--- src/sv/mbps_pkg.sv ---
package mbps_pkg;

  localparam int AddrW   = 32;
  localparam int CntW    = 33;
  localparam int LimW    = 34;
  localparam int LenW    = 7;
  localparam int PlenW   = 6;
  localparam int CfgIdxW = 3;
  localparam int CfgDatW = 64;
  localparam int PatBytes = 32;

  localparam logic [CfgIdxW-1:0] REG_BASE_ADDRESS   = 3'd0;
  localparam logic [CfgIdxW-1:0] REG_SCAN_LENGTH    = 3'd1;
  localparam logic [CfgIdxW-1:0] REG_PATTERN_LENGTH = 3'd2;
  localparam logic [CfgIdxW-1:0] REG_CARE_MASK      = 3'd3;
  localparam logic [CfgIdxW-1:0] REG_PATTERN_WORD_0 = 3'd4;
  localparam logic [CfgIdxW-1:0] REG_PATTERN_WORD_1 = 3'd5;
  localparam logic [CfgIdxW-1:0] REG_PATTERN_WORD_2 = 3'd6;
  localparam logic [CfgIdxW-1:0] REG_PATTERN_WORD_3 = 3'd7;

  localparam logic [PlenW-1:0]   PLEN_RESET = 6'd32;

  // settings derived from the config registers, consumed by the scan stage
  typedef struct packed {
    logic [LimW-1:0]  limit;     // scan_length + effective length
    logic [AddrW-1:0] addr_off;  // base_address - effective length
    logic [LenW-1:0]  len;       // effective pattern length
  } scan_cfg_t;

endpackage

--- src/sv/mbps_cfg.sv ---
module mbps_cfg #(
  parameter int PATTERN_MAX = 32
) (
  input  logic                            clk,
  input  logic                            rst_n,
  input  logic                            cfg_we,
  input  logic [mbps_pkg::CfgIdxW-1:0]    cfg_index,
  input  logic [mbps_pkg::CfgDatW-1:0]    cfg_data,
  output mbps_pkg::scan_cfg_t             scan_cfg,
  output logic [PATTERN_MAX-1:0]          need_care,
  output logic [PATTERN_MAX-1:0][7:0]     need_byte
);
  import mbps_pkg::*;

  logic [AddrW-1:0]        base_r;
  logic [AddrW-1:0]        scan_len_r;
  logic [PlenW-1:0]        pat_len_r;
  logic [PatBytes-1:0]     care_r;
  logic [3:0][CfgDatW-1:0] pat_r;

  logic [PatBytes-1:0][7:0] pat_bytes;
  logic [LenW-1:0]          eff_len;
  scan_cfg_t                scan_cfg_nxt;
  logic [PATTERN_MAX-1:0]   care_nxt;
  logic [PATTERN_MAX-1:0][7:0] byte_nxt;

  scan_cfg_t                   scan_cfg_r;
  logic [PATTERN_MAX-1:0]      care_al_r;
  logic [PATTERN_MAX-1:0][7:0] byte_al_r;

  always_ff @(posedge clk) begin
    if (!rst_n) begin
      base_r     <= '0;
      scan_len_r <= '0;
      pat_len_r  <= PLEN_RESET;
      care_r     <= '1;
      pat_r      <= '0;
    end else if (cfg_we) begin
      case (cfg_index)
        REG_BASE_ADDRESS:   base_r     <= cfg_data[AddrW-1:0];
        REG_SCAN_LENGTH:    scan_len_r <= cfg_data[AddrW-1:0];
        REG_PATTERN_LENGTH: pat_len_r  <= cfg_data[PlenW-1:0];
        REG_CARE_MASK:      care_r     <= cfg_data[PatBytes-1:0];
        REG_PATTERN_WORD_0: pat_r[0]   <= cfg_data;
        REG_PATTERN_WORD_1: pat_r[1]   <= cfg_data;
        REG_PATTERN_WORD_2: pat_r[2]   <= cfg_data;
        REG_PATTERN_WORD_3: pat_r[3]   <= cfg_data;
        default: ;
      endcase
    end
  end

  assign pat_bytes = pat_r;

  always_comb begin
    eff_len = {1'b0, pat_len_r};
    if (pat_len_r == '0) begin
      eff_len = LenW'(1);
    end else if (eff_len > LenW'(PATTERN_MAX)) begin
      eff_len = LenW'(PATTERN_MAX);
    end
  end

  // Window slot i (age i, newest at 0) lines up with pattern byte len-1-i.
  always_comb begin
    logic [LenW-1:0] j;
    for (int i = 0; i < PATTERN_MAX; i++) begin
      j           = eff_len - LenW'(1) - LenW'(i);
      care_nxt[i] = 1'b0;
      byte_nxt[i] = pat_bytes[j[4:0]];
      if (LenW'(i) < eff_len && j < LenW'(PatBytes)) begin
        care_nxt[i] = care_r[j[4:0]];
      end
    end
  end

  assign scan_cfg_nxt.limit    = {2'b00, scan_len_r} + LimW'(eff_len);
  assign scan_cfg_nxt.addr_off = base_r - AddrW'(eff_len);
  assign scan_cfg_nxt.len      = eff_len;

  always_ff @(posedge clk) begin
    scan_cfg_r <= scan_cfg_nxt;
    care_al_r  <= care_nxt;
    byte_al_r  <= byte_nxt;
  end

  assign scan_cfg  = scan_cfg_r;
  assign need_care = care_al_r;
  assign need_byte = byte_al_r;

endmodule

--- src/sv/mbps_core.sv ---
module mbps_core #(
  parameter int PATTERN_MAX = 32
) (
  input  logic                            clk,
  input  logic                            rst_n,
  input  mbps_pkg::scan_cfg_t             scan_cfg,
  input  logic [PATTERN_MAX-1:0]          need_care,
  input  logic [PATTERN_MAX-1:0][7:0]     need_byte,
  input  logic                            in_valid,
  output logic                            in_ready,
  input  logic [7:0]                      in_byte_value,
  input  logic                            in_end_of_stream,
  output logic                            out_valid,
  input  logic                            out_ready,
  output logic                            out_found,
  output logic [mbps_pkg::AddrW-1:0]      out_match_address
);
  import mbps_pkg::*;

  logic                        in_v_r;
  logic [7:0]                  in_byte_r;
  logic                        in_last_r;

  logic [PATTERN_MAX-1:0][7:0] win_r;
  logic [PATTERN_MAX-1:0][7:0] win_nxt;
  logic [CntW-1:0]             cnt_r;
  logic [CntW-1:0]             cnt_inc;
  logic                        reported_r;

  logic                        out_v_r;
  logic                        out_found_r;
  logic [AddrW-1:0]            out_addr_r;

  logic                        adv;
  logic                        all_ok;
  logic                        hit;
  logic                        emit;
  logic [AddrW-1:0]            hit_addr;

  assign adv      = in_v_r && (!out_v_r || out_ready);
  assign in_ready = !in_v_r || adv;

  always_ff @(posedge clk) begin
    if (!rst_n) begin
      in_v_r <= 1'b0;
    end else if (in_ready) begin
      in_v_r <= in_valid;
    end
  end

  always_ff @(posedge clk) begin
    if (in_ready && in_valid) begin
      in_byte_r <= in_byte_value;
      in_last_r <= in_end_of_stream;
    end
  end

  assign win_nxt = {win_r[PATTERN_MAX-2:0], in_byte_r};
  assign cnt_inc = (cnt_r == '1) ? cnt_r : cnt_r + CntW'(1);

  always_comb begin
    all_ok = 1'b1;
    for (int i = 0; i < PATTERN_MAX; i++) begin
      if (need_care[i] && win_nxt[i] != need_byte[i]) begin
        all_ok = 1'b0;
      end
    end
  end

  // start = cnt - len must be below scan_length: cnt < scan_length + len
  assign hit = !reported_r && all_ok
            && cnt_inc >= CntW'(scan_cfg.len)
            && {1'b0, cnt_inc} < scan_cfg.limit;
  assign emit     = hit || (!reported_r && in_last_r);
  assign hit_addr = scan_cfg.addr_off + cnt_inc[AddrW-1:0];

  // window bytes older than the count are never compared, so it needs no clear
  always_ff @(posedge clk) begin
    if (adv && !reported_r) begin
      win_r <= win_nxt;
    end
  end

  always_ff @(posedge clk) begin
    if (!rst_n) begin
      cnt_r      <= '0;
      reported_r <= 1'b0;
    end else if (adv) begin
      if (in_last_r) begin
        cnt_r      <= '0;
        reported_r <= 1'b0;
      end else if (!reported_r) begin
        cnt_r      <= cnt_inc;
        reported_r <= hit;
      end
    end
  end

  always_ff @(posedge clk) begin
    if (!rst_n) begin
      out_v_r <= 1'b0;
    end else begin
      out_v_r <= (out_v_r && !out_ready) || (adv && emit);
    end
  end

  always_ff @(posedge clk) begin
    if (adv && emit) begin
      out_found_r <= hit;
      out_addr_r  <= hit ? hit_addr : '0;
    end
  end

  assign out_valid         = out_v_r;
  assign out_found         = out_found_r;
  assign out_match_address = out_addr_r;

endmodule

--- src/sv/masked_byte_pattern_scan.sv ---
// Searches a byte stream for the first start offset where a masked pattern of up to
// 32 bytes matches, and returns one result per stream: found with base_address plus
// offset, or not found when the byte flagged end_of_stream arrives without a match.
// Bytes after a match are swallowed up to end of stream. One byte is taken every
// cycle unless a pending result is held by out_ready; each byte passes an input
// register and then a result register. All window compares are done in parallel
// in the single stage between them. Program the registers only while the block is
// idle; the derived alignment settings are registered and follow a write next cycle.
module masked_byte_pattern_scan #(
  parameter int PATTERN_MAX = 32
) (
  input  logic                            clk,
  input  logic                            rst_n,
  input  logic                            cfg_we,
  input  logic [mbps_pkg::CfgIdxW-1:0]    cfg_index,
  input  logic [mbps_pkg::CfgDatW-1:0]    cfg_data,
  input  logic                            in_valid,
  output logic                            in_ready,
  input  logic [7:0]                      in_byte_value,
  input  logic                            in_end_of_stream,
  output logic                            out_valid,
  input  logic                            out_ready,
  output logic                            out_found,
  output logic [mbps_pkg::AddrW-1:0]      out_match_address
);
  import mbps_pkg::*;

  scan_cfg_t                   scan_cfg;
  logic [PATTERN_MAX-1:0]      need_care;
  logic [PATTERN_MAX-1:0][7:0] need_byte;

  mbps_cfg #(
    .PATTERN_MAX (PATTERN_MAX)
  ) u_cfg (
    .clk       (clk),
    .rst_n     (rst_n),
    .cfg_we    (cfg_we),
    .cfg_index (cfg_index),
    .cfg_data  (cfg_data),
    .scan_cfg  (scan_cfg),
    .need_care (need_care),
    .need_byte (need_byte)
  );

  mbps_core #(
    .PATTERN_MAX (PATTERN_MAX)
  ) u_core (
    .clk               (clk),
    .rst_n             (rst_n),
    .scan_cfg          (scan_cfg),
    .need_care         (need_care),
    .need_byte         (need_byte),
    .in_valid          (in_valid),
    .in_ready          (in_ready),
    .in_byte_value     (in_byte_value),
    .in_end_of_stream  (in_end_of_stream),
    .out_valid         (out_valid),
    .out_ready         (out_ready),
    .out_found         (out_found),
    .out_match_address (out_match_address)
  );

endmodule
--- config.mk ---
export PLATFORM = sky130hd
export DESIGN_NAME = masked_byte_pattern_scan
export DESIGN_NICKNAME = d
export VERILOG_FILES = /design/src/sv/mbps_pkg.sv /design/src/sv/mbps_cfg.sv /design/src/sv/mbps_core.sv /design/src/sv/masked_byte_pattern_scan.sv
export SDC_FILE = /design/constraint.sdc
export NUM_CORES = 2
export LEC_CHECK = 0
export BUFFER_PORTS_ARGS = -buffer_cell sky130_fd_sc_hd__buf_2
export CAP_MARGIN = 20
export CORE_MARGIN = 2
export CORE_UTILIZATION = 30
export CTS_CLUSTER_DIAMETER = 120
export CTS_CLUSTER_SIZE = 12
export DETAILED_ROUTE_END_ITERATION = 7
export GPL_TIMING_DRIVEN = 1
export PLACE_DENSITY = 0.43
export RECOVER_POWER = 100
export SLEW_MARGIN = 40
export SYNTH_ARGS = -nofsm -noshare
export SYNTH_HDL_FRONTEND = slang
export SYNTH_SLANG_ARGS = --single-unit
--- constraint.sdc ---
create_clock -name clk -period 15.75 [get_ports clk]
set_clock_uncertainty 0.05 [all_clocks]
set_input_delay 3.15 -clock clk [delete_from_list [all_inputs] [get_ports clk]]
set_output_delay 3.15 -clock clk [all_outputs]
set_load 0.005 [all_outputs]
Yosys cells after proc, flatten, opt, wreduce, memory -nomap -nowiden:

Index checks and enable logic that the tools add are counted.

* add/subtract/negate cells: 36
* magnitude comparators: 99
* equal/unequal tests: 41
* mux-type cells: 167
* reductions and logical operators: 92

Operator list (number)
* binary-select mux 8 bit (select 5 bit): 32
* 2-to-1 mux 8 bit: 32
* inequality test 8 bit: 32
* < comparator 7 x 6 -> 1 bit (second input constant): 32
* < comparator 5 x 6 -> 1 bit (second input constant): 32
* binary-select mux 1 bit (select 5 bit): 32
* < comparator 5 x 7 -> 1 bit (first input constant): 16
* subtractor 7 x 5 -> 7 bit (second input constant): 16
* 2-to-1 mux 33 bit: 3
* logical AND 1 bit: 73
* 2-to-1 mux 1 bit: 66
* < comparator 4 x 7 -> 1 bit (first input constant): 8
* subtractor 7 x 4 -> 7 bit (second input constant): 8
* < comparator 33 x 34 -> 1 bit: 1
* adder 32 x 7 -> 33 bit: 1
* adder 33 x 1 -> 33 bit (second input constant): 1
* equality test 33 bit (second input constant): 1
* >= comparator 33 x 7 -> 1 bit: 1
* adder 32 bit: 1
* subtractor 32 x 7 -> 32 bit: 1
* < comparator 3 x 7 -> 1 bit (first input constant): 4
* subtractor 7 x 3 -> 7 bit (second input constant): 4
* AND reduction 2 bit: 9
* < comparator 1 x 7 -> 1 bit (first input constant): 2
* 14 further kinds: 27

* register bits after elaboration: 1045
* input bits: 81
* word-level logic and storage cells: 549

Longest topological paths before layout:

* depth in word-level cells: 40
* mapped depth: 22
* depth with buffers taken out: 18

Modules after synthesis:

Synthesis repeated with hierarchy kept, for this count alone.

* cell total of the unflattened synthesis: 5720
* area, all modules: 60848.4 µm²

Modules (own cells, without submodules)
* mbps_cfg: times used 1, cells each 4345, area each 44016.0 µm², seq. area each 14353.8 µm²
* mbps_core: times used 1, cells each 1375, area each 16832.4 µm², seq. area each 9429.0 µm²

Least setup slack after synthesis:

No wires, ideal clock.

* path type: in2reg
* start: input out_ready
* end: register u_core.cnt_r[8]
* library setup time: 0.070 ns
* arrival time: 16.740 ns
* setup slack: -1.110 ns
* stages on the path: 6
* path through: nand2b_1 -> nand2_1 -> nor2_1 -> nand2_1 -> or3_1 -> a21oi_1

* cells in the longest elaborated chain, start to end: 3

Ends and longest elaborated chain
* start, declared: RTL line masked_byte_pattern_scan.sv:22 `input logic out_ready,`
* logical OR 1 bit: RTL line mbps_core.sv:40 `assign adv = in_v_r && (!out_v_r || out_ready);`
* logical AND 1 bit: RTL line mbps_core.sv:40
* AND reduction 2 bit (no source line)
* end signal, assigned: RTL line mbps_core.sv:93 `cnt_r <= cnt_inc;`
* end, declared: RTL line mbps_core.sv:26 `logic [CntW-1:0] cnt_r;`

No other way between the ends.
A chain may end at the register's enable or synchronous reset.

==> results.ini <==
[pwr]
vdd_ir_drop_max_uv=82.3
finalPower_mw=5.98
power.leakage_nw=25.2
power.density_nw_per_um2=98.6

[layout]
final_cell_count_no_fill=8021
syn_to_final_growth_pct=11.2
n_fill_cell=18800
final_cell_area_um2=60600
final_layout_size_suffix_gt1_share_pct=8.13
final_util_pct=33.5
layout_common_cells=nand2_1, mux2i_1, dfxtp_1, a21oi_1, xnor2_1
num-nets-final=5780
final_common_cell=nand2_1

[floorplan]
die-area_um2=185000
ios=116
die_h_um=430
row_count=156
start_util_pct=30.2
fp.coreArea_um2=181000
die-width_um=430

[place]
portBuffers=115
numPlacedInstances=7859
dp_hpwl_um=181000
placement.cell_area_um2=58000
place_ws_ns=8.87
routabilityCongestion=1.03

[outcome]
violations=max-capacitance violations, max-slew violations
status=finished, violations left

[routing]
vias=41600
drcViolationCount=0
avgRoutedWirePerCell_um=28.7
drt_iter0_markers=3529
vias_per_cell=5.18
wl_um=230000
ant_nets=0
first_pass_iters=6

[sta]
setup_viol=0
final.setup.tns_ns=0
finalCriticalPeriod_ns=10.62
relSlewSlack_pct=-188
maxSlewViolCount=903
holdWs_ns=0.406
rsz0062_at_grt=no
post-route-period-util_pct=67.5
finalHoldViolCount=0
max_freq_ghz=0.0941
final.setup.worst_slack_ns=5.13
timing_worst_slew_pin_value_ns=4.32

[run]
max_cap_viol_count=23

[synth]
synth_edf_count=290
yosysUniqueCellTypes=79
synthArstFlopShare_pct=0
avgSynthCellArea_um2=9.74
ys_seq_elements=1043
yosysSeqAreaShare_pct=43.6
synth_ff_type=dfxtp_1
syn-instance-count=5596
yosysWarnings=0
synth_area_um2=54500

[global_routing]
grt_usage_pct=24.3
grt_antenna_before_repair=15
overflow=0
grt_pass1_wl_um=315000
grt_start_max_net_pins=177
grt_pass1_vias=39800

[setup_path]
critical_path_class=flop to flop
rr_worst_depth=11
worstSetupEndpointType=flop
path_cells=nor4_1 -> nor2_1 -> nor2_1 -> ha_1 -> clkinvlp_2 -> buf_6 -> clkbuf_1 -> mux2i_1 -> mux2i_1 -> mux2i_1 -> mux2_1
cp-start-kind=flop
crit_required_ns=16.26
crit_top_cell=mux2i_1
slowest_stage=clkbuf_1
cp_max_fo=55
cpPeakStageDelay_ns=2.88
worstPathArrival_ns=11.13

[clock_tree]
clk_pin_slew_ns=0.06
cts_tree=done
htreeDepth=3
clk_path_buf_depth=3
cts_root_buffer=clkbuf_16
ctsResizeCount=0
numCtsBuffers=97
post_cts_buffers=0
cts_hold_buf=0
clk_latency_ns=0.79
cts_sinks=1043

[min_path]
hold_class=flop to flop
holdPathStages=0

==> cell families after synthesis <==
logic type / Yosys count / synth area share (%)
buffers and inverters: 395 / 2.89
AND/OR/NAND/NOR: 1695 / 13.1
other: 1 / 0.00688
adder cells (fa/ha/maj): 107 / 2.50
AO/OA/AOI/OAI: 650 / 6.83
XOR/XNOR: 401 / 6.76
flip-flops: 1043 / 43.6
multiplexers: 1304 / 24.2
==> registers in the layout, summed over array words and instances, names as in the netlist <==
name                      flops
u_cfg.need_byte             256
u_cfg.pat_bytes             256
u_core.win_nxt              248
u_cfg.scan_cfg               71
u_core.cnt_r                 33
u_cfg.base_r                 32
u_cfg.care_r                 32
u_cfg.need_care              32
u_cfg.scan_len_r             32
u_core.out_match_address     32
u_core.in_byte_r              8
u_cfg.pat_len_r               6
u_core.in_last_r              1
u_core.in_v_r                 1
u_core.out_found              1
u_core.out_valid              1
u_core.reported_r             1
==> report_power, final <==
group          internal (mW)  switching, mW
clock network           1.16           1.11
logic                  0.253          0.485
registers               2.87         0.0979
==> cell usage after synthesis (19+ instances only) <==
cell type  instances  area [um2]
a21o_1            32         240
nor2_1           146         548
o21ai_0           82         410
clkbuf_1         193         724
a21oi_1          405        2030
nand3_1           72         360
edfxtp_1         290        8710
inv_1             87         327
a22oi_1           20         150
nor3_1            42         210
nand4_1           98         613
xnor2_1          329        2880
xor2_1            52         455
a2111oi_0         20         175
buf_1             65         244
nand2b_1          19         119
ha_1             104        1300
mux2_2           129        1450
nand2_1         1214        4560
dfxtp_1          753       15100
buf_2             31         155
mux2i_1         1175       11800
==> final timing paths <==
kind,startpoint,end,slack [ns]
setup / recovery,u_cfg.pat_len_r[3]$_SDFFE_PN0P_,u_cfg.need_byte[253]$_DFF_P_,5.13
hold / removal,u_core.win_nxt[97]$_DFFE_PP_,u_core.win_nxt[105]$_DFFE_PP_,0.41
setup reg to reg,u_cfg.pat_len_r[3]$_SDFFE_PN0P_,u_cfg.need_byte[253]$_DFF_P_,5.13
hold reg to reg,u_core.win_nxt[97]$_DFFE_PP_,u_core.win_nxt[105]$_DFFE_PP_,0.41
==> final cells by class <==
type / count / area, um2 / area share (%)
inverter: 91 / 352 / 0.580
multi-input combinational: 4160 / 29400 / 48.5
timing repair buffer: 199 / 1250 / 2.07
clock inverter: 9 / 214 / 0.353
sequential: 1043 / 23800 / 39.2
tap: 2370 / 2970 / 4.89
antenna: 4 / 10.0 / 0.0165
clock buffer: 145 / 2630 / 4.33
==> critical path: cells and delay by family, from the launching register on <==
| family | cells | cell delay, ns |
|---|---|---|
| adders and majority gates | 1 | 0.65 |
| buffers and inverters | 3 | 5.36 |
| DFF | 1 | 0.48 |
| muxes | 4 | 2.42 |
| and+or+nand+nor | 3 | 1.25 |
==> layer usage <==
metal / up-vias / GRT usage, % / routed length, um
met2: 1253 / 37.5 / 100000
met3: 364 / 3.29 / 11800
met4: 8 / 15.1 / 16900
li1: 19500 / - / -
met1: 20400 / 32.1 / 101000
met5: - / 0 / 55
Note: power is estimated with default switching activity, not from simulation.
